**src/rtl/bpm_skid.sv**
```systemverilog
// ----------------------------------------------------------------------------
// bpm_skid
// Two-entry output buffer: an output register plus a skid register, so the
// upstream side keeps accepting while a result waits at the output.
// ----------------------------------------------------------------------------
module bpm_skid #(
  parameter type T = logic
) (
  input  logic clk_i,
  input  logic rst_ni,
  input  logic in_valid_i,
  output logic in_ready_o,
  input  T     in_data_i,
  output logic out_valid_o,
  input  logic out_ready_i,
  output T     out_data_o
);

  logic out_valid_q, out_valid_d;
  logic skid_valid_q, skid_valid_d;
  T     out_q, out_d;
  T     skid_q, skid_d;
  logic in_txn;
  logic out_free;

  assign in_ready_o = !skid_valid_q;
  assign in_txn     = in_valid_i && !skid_valid_q;
  assign out_free   = !out_valid_q || out_ready_i;

  // refill the output from the skid entry first, then from new data
  always_comb begin
    out_valid_d  = out_valid_q;
    skid_valid_d = skid_valid_q;
    out_d        = out_q;
    skid_d       = skid_q;
    if (out_free) begin
      out_valid_d  = skid_valid_q || in_txn;
      out_d        = skid_valid_q ? skid_q : in_data_i;
      skid_valid_d = 1'b0;
    end else if (in_txn) begin
      skid_d       = in_data_i;
      skid_valid_d = 1'b1;
    end
  end

  always_ff @(posedge clk_i or negedge rst_ni) begin
    if (!rst_ni) begin
      out_valid_q  <= 1'b0;
      skid_valid_q <= 1'b0;
    end else begin
      out_valid_q  <= out_valid_d;
      skid_valid_q <= skid_valid_d;
    end
  end

  always_ff @(posedge clk_i) begin
    out_q  <= out_d;
    skid_q <= skid_d;
  end

  assign out_valid_o = out_valid_q;
  assign out_data_o  = out_q;

endmodule

```
**config.mk**
```make
export PLATFORM = sky130hd
export DESIGN_NAME = bpm_skid
export DESIGN_NICKNAME = d
export VERILOG_FILES = /design/src/rtl/bpm_skid.sv
export SDC_FILE = /design/constraint.sdc
export NUM_CORES = 1
export LEC_CHECK = 0
export BUFFER_PORTS_ARGS = -buffer_cell sky130_fd_sc_hd__buf_2
export CAP_MARGIN = 0
export CORE_AREA = 2 2 39 41
export DETAILED_ROUTE_END_ITERATION = 7
export DIE_AREA = 0 0 41 43
export PLACE_DENSITY = 0.42
export SYNTH_ARGS = -nofsm -noshare
export SYNTH_HDL_FRONTEND = slang
export SYNTH_SLANG_ARGS = --single-unit
```
**constraint.sdc**
```tcl
create_clock -name clk_i -period 1.74 [get_ports clk_i]
set_input_delay 0.348 -clock clk_i [delete_from_list [all_inputs] [get_ports clk_i]]
set_output_delay 0.348 -clock clk_i [all_outputs]
set_load 0.1 [all_outputs]
```
### Yosys cells after proc, flatten, opt, wreduce, memory -nomap -nowiden

Cells that the tools add are included.

* register bits: 4
* input port bits: 5
* output and inout port bits: 3
* logic and storage cells: 15

* multiplexer cells: 3
* bitwise operators: 1
* reduce and logical (&&, ||, !) cells: 7

Operators with widths (count)
* $mux W1: 3
* $logic_not A1 Y1: 2
* $logic_or A1 B1 Y1: 2
* $reduce_and A2 Y1: 1
* $reduce_bool A2 Y1: 1
* $logic_and A1 B1 Y1: 1
* $not A1 Y1: 1

### Depth between registers and ports, before layout

* depth after elaboration: 4
* depth in mapped cells: 2
* gate-level depth less buffers: 2

### Least setup slack after synthesis

Ideal clock, no wire load.

* path kind: reg-to-reg
* start point: reg out_valid_q, in the netlist out_valid_o
* end point: reg skid_q, enable pin
* setup time: 305 ps
* arrival: 1243 ps
* data required time: 1435 ps
* setup slack: 192 ps
* cell stages (with the launch flop): 3
* path buffers: 0
* clock period less this slack: 1548 ps
* cell sequence: dfrtp_1 -> nand2b_4 -> nor3b_2

* cells in the longest elaborated chain, start to end: 4

Ends and longest elaborated chain
* start: declaration: RTL line 19 `logic out_valid_q, out_valid_d;`
* start signal: assignment: RTL line 51 `out_valid_q <= out_valid_d;`
* $logic_not A1 Y1: RTL line 28 `assign out_free = !out_valid_q || out_ready_i;`
* $logic_or A1 B1 Y1: RTL line 28
* named net out_free: RTL line 24 `logic out_free;`
* $not A1 Y1 (no source line)
* $reduce_and A2 Y1 (no source line)
* end signal: assignment: RTL line 58 `skid_q <= skid_d;`
* end: declaration: RTL line 22 `T skid_q, skid_d;`

The timed path passes the listed nets, and every way through them passes these cells.
A chain may end at the register's enable or synchronous reset.

### Worst setup path in the final report

* start point: reg skid_valid_q
* end point: out in_ready_o

* cells in the longest elaborated chain, start to end: 1

Ends and longest elaborated chain
* start: declaration: RTL line 20 `logic skid_valid_q, skid_valid_d;`
* start signal: assignment: RTL line 52 `skid_valid_q <= skid_valid_d;`
* $logic_not A1 Y1: RTL line 26 `assign in_ready_o = !skid_valid_q;`
* end: declaration: RTL line 12 `output logic in_ready_o,`

No other way between the ends.

==> results.toml <==
[timing]
hold_viol_final = 0
drv_slew = 0
setup_viol = 0
worstMarginPinSlew_ns = 0.485
setup_tns_ns = 0
period_needed_ns = 1.49
rsz0062_at_grt = "no"
slew_headroom = 0.679
clock_skew_ns = 0.00587
period_share = 0.859
max_freq_mhz = 669

[cells_and_area]
n_antenna_cell = 0
drive_gt1_frac = 0.565
fin_util = 0.186
nets = 29
syn_to_final_growth_pct = 54.9

[yosys]
synthArstFlopShare = 0.500
yosysTopAreaCell = "edfxtp_1"
postSynthAreaPerCell_sq_um = 15.1
synth_ff_type = "edfxtp_1"
yosysSeqAreaShare = 0.662
yosys-top-cells-area = "edfxtp_1 (36%), dfrtp_1 (30%), mux2_4 (9.0%), nand2b_4 (8.3%), nor3b_2 (7.5%)"
synthTopCellsByCount = "dfrtp_1 (2), edfxtp_1 (2), nor2_1 (2)"
yosysTopAreaCellShare = 0.361
synth.ff_latch_count = 4
synth_edf_count = 2
syn_area_sq_um = 166
synth.distinct_cells = 8
synth_nets = 16
syn-instance-count = 11
yosysWarnings = 0

[routing]
drt-vias-per-instance = 3.03
drc_errors = 0
wire_per_inst_um = 8.05
routed_wl_um = 314
drt-initial-drc-count = 1
dr.pass1.iters = 2
vias = 118
drtAntennaViolNets = 0

[placement]
place_congestion = 0.573
port_buffers = 7

[worst_setup_path]
crit_type = "flip-flop to primary output"
worstSetupStartpointType = "flip-flop"
cp.required_ns = 1.39
crit_arrival_ns = 1.15
critPathCaptureType = "primary output"
path_max_fanout = 4

[power_and_ir_drop]
power.switching_uw = 105
power.density_nw_per_um2 = 1220
p_int_uw = 211
switching_share = 0.332
p_clk_frac = 0.421
leakagePower_uw = 0.000116
peakVddDrop_uv = 518
seqPwrFrac = 0.358
pwr-share-comb = 0.220

[global_route]
overflow = 0
grt_pass1_vias = 136
grtUsageTotal = 0.0605
grt_pass1_wl_um = 579
antenna_found_initial = 0
grt_max_degree = 5

[job]
drv_cap = 0

[floorplan]
start_util = 0.120
ios = 8
num_rows = 14
dieHeight_um = 43
die_area_sq_um = 1760
die_x_um = 41
core_sq_um = 1380

[clock_tree]
cts_buffers = 3
cts_resized = 0
cts_buffer_depth = 2
cts.sink_count = 4
htree_num_levels = 1
clkLatencyLatePin_ns = 0.24
cts_tree = "built"
cts_root_buf = "clkbuf_4"
cts.clk_slew.worst_paths_ns = 0.04

[min_path]
worstHoldPathType = "input pin to flip-flop"

[outcome]
status = "completed"
-- layout by cell type, fill, tap and decap left out --
master / Yosys / routed
nor2_1: 2 / 2
clkbuf_4: 0 / 3
inv_1: 1 / 1
mux2_4: 1 / 1
buf_2: 0 / 7
dlygate4sd3_1: 0 / 1
dfrtp_1: 2 / 2
edfxtp_1: 2 / 2
clkbuf_1: 0 / 1
nand2_1: 1 / 1
nand2b_4: 1 / 1
nor3b_2: 1 / 1
-- power groups by stage --
stage | clock, uW | combinational (uW) | sequential, uW
finish | 133 | 69.6 | 113
global route | 152 | 73.8 | 114
detailed placement | 0 | 68.4 | 115
floorplan | 0 | 26.0 | 143
CTS | 139 | 70.1 | 113
global placement | 0 | 67.3 | 114
-- area by class of cell --
class | instances | area, sq um
repair buffers | 8 | 45.0
flip-flops and latches | 4 | 110
well taps | 16 | 20.0
clock buffers | 4 | 26.3
multi-input cells | 6 | 52.6
inverters | 1 | 3.75
fillers | 145 | 1130
-- routing by layer --
layer | routed length [um] | global-route usage
met5 | 0 | 0
met4 | 0 | 0.0200
met3 | 78 | 0.0942
met2 | 88 | 0.0625
met1 | 148 | 0.0619
-- kinds of logic (layout without fill, tap and decap cells) --
| logic type | Yosys count | after routing | share of synthesized area |
|---|---|---|---|
| and+or+nand+nor | 5 | 5 | 0.226 |
| DFF | 4 | 4 | 0.662 |
| muxes | 1 | 1 | 0.0902 |
| buffers and inverters | 1 | 13 | 0.0225 |
-- worst max-delay path: stages, from the launching register on --
cell	delay, ns
dfrtp_1	0.42
inv_1	0.07
buf_2	0.41
-- stage by stage --
step | power (uW) | hold WS [ns] | setup WS (ns) | instances | area, sq um
global placement | 181 | 0.134 | 0.511 | 34 | 221
finish | 315 | 0.300 | 0.246 | 39 | 258
global route | 339 | 0.295 | 0.176 | 39 | 258
detailed placement | 183 | 0.139 | 0.492 | 34 | 221
CTS | 322 | 0.293 | 0.229 | 39 | 258
floorplan | 169 | 0.0524 | 0.192 | 11 | 166
-- registers in the layout (all words and copies together), names as in the netlist --
register      cells
skid_valid_q      1
out_data_o        1
out_valid_o       1
skid_q            1
-- path summary, 6_finish.rpt --
kind	to	slack (ns)	depth (start not counted)	startpoint
worst max-delay path	in_ready_o	0.25	2	skid_valid_q$_DFFE_PN0P_
worst min-delay path	skid_q$_DFFE_PP_	0.30	1	in_data_i
worst max register to register	out_data_o$_DFFE_PP_	0.76	1	skid_valid_q$_DFFE_PN0P_
worst min register to register	out_data_o$_DFFE_PP_	0.55	1	skid_q$_DFFE_PP_
max in group asynchronous	skid_valid_q$_DFFE_PN0P_	1.22	2	rst_ni
min in group asynchronous	out_valid_o$_DFFE_PN0P_	0.42	2	rst_ni
-- what timing repair did --
item,CTS,global route
buffers inserted,0,0
hold endpoints to repair,2,0
setup endpoints to repair,0,0
hold buffers,1,0
Power figures use the tool's default switching activity.
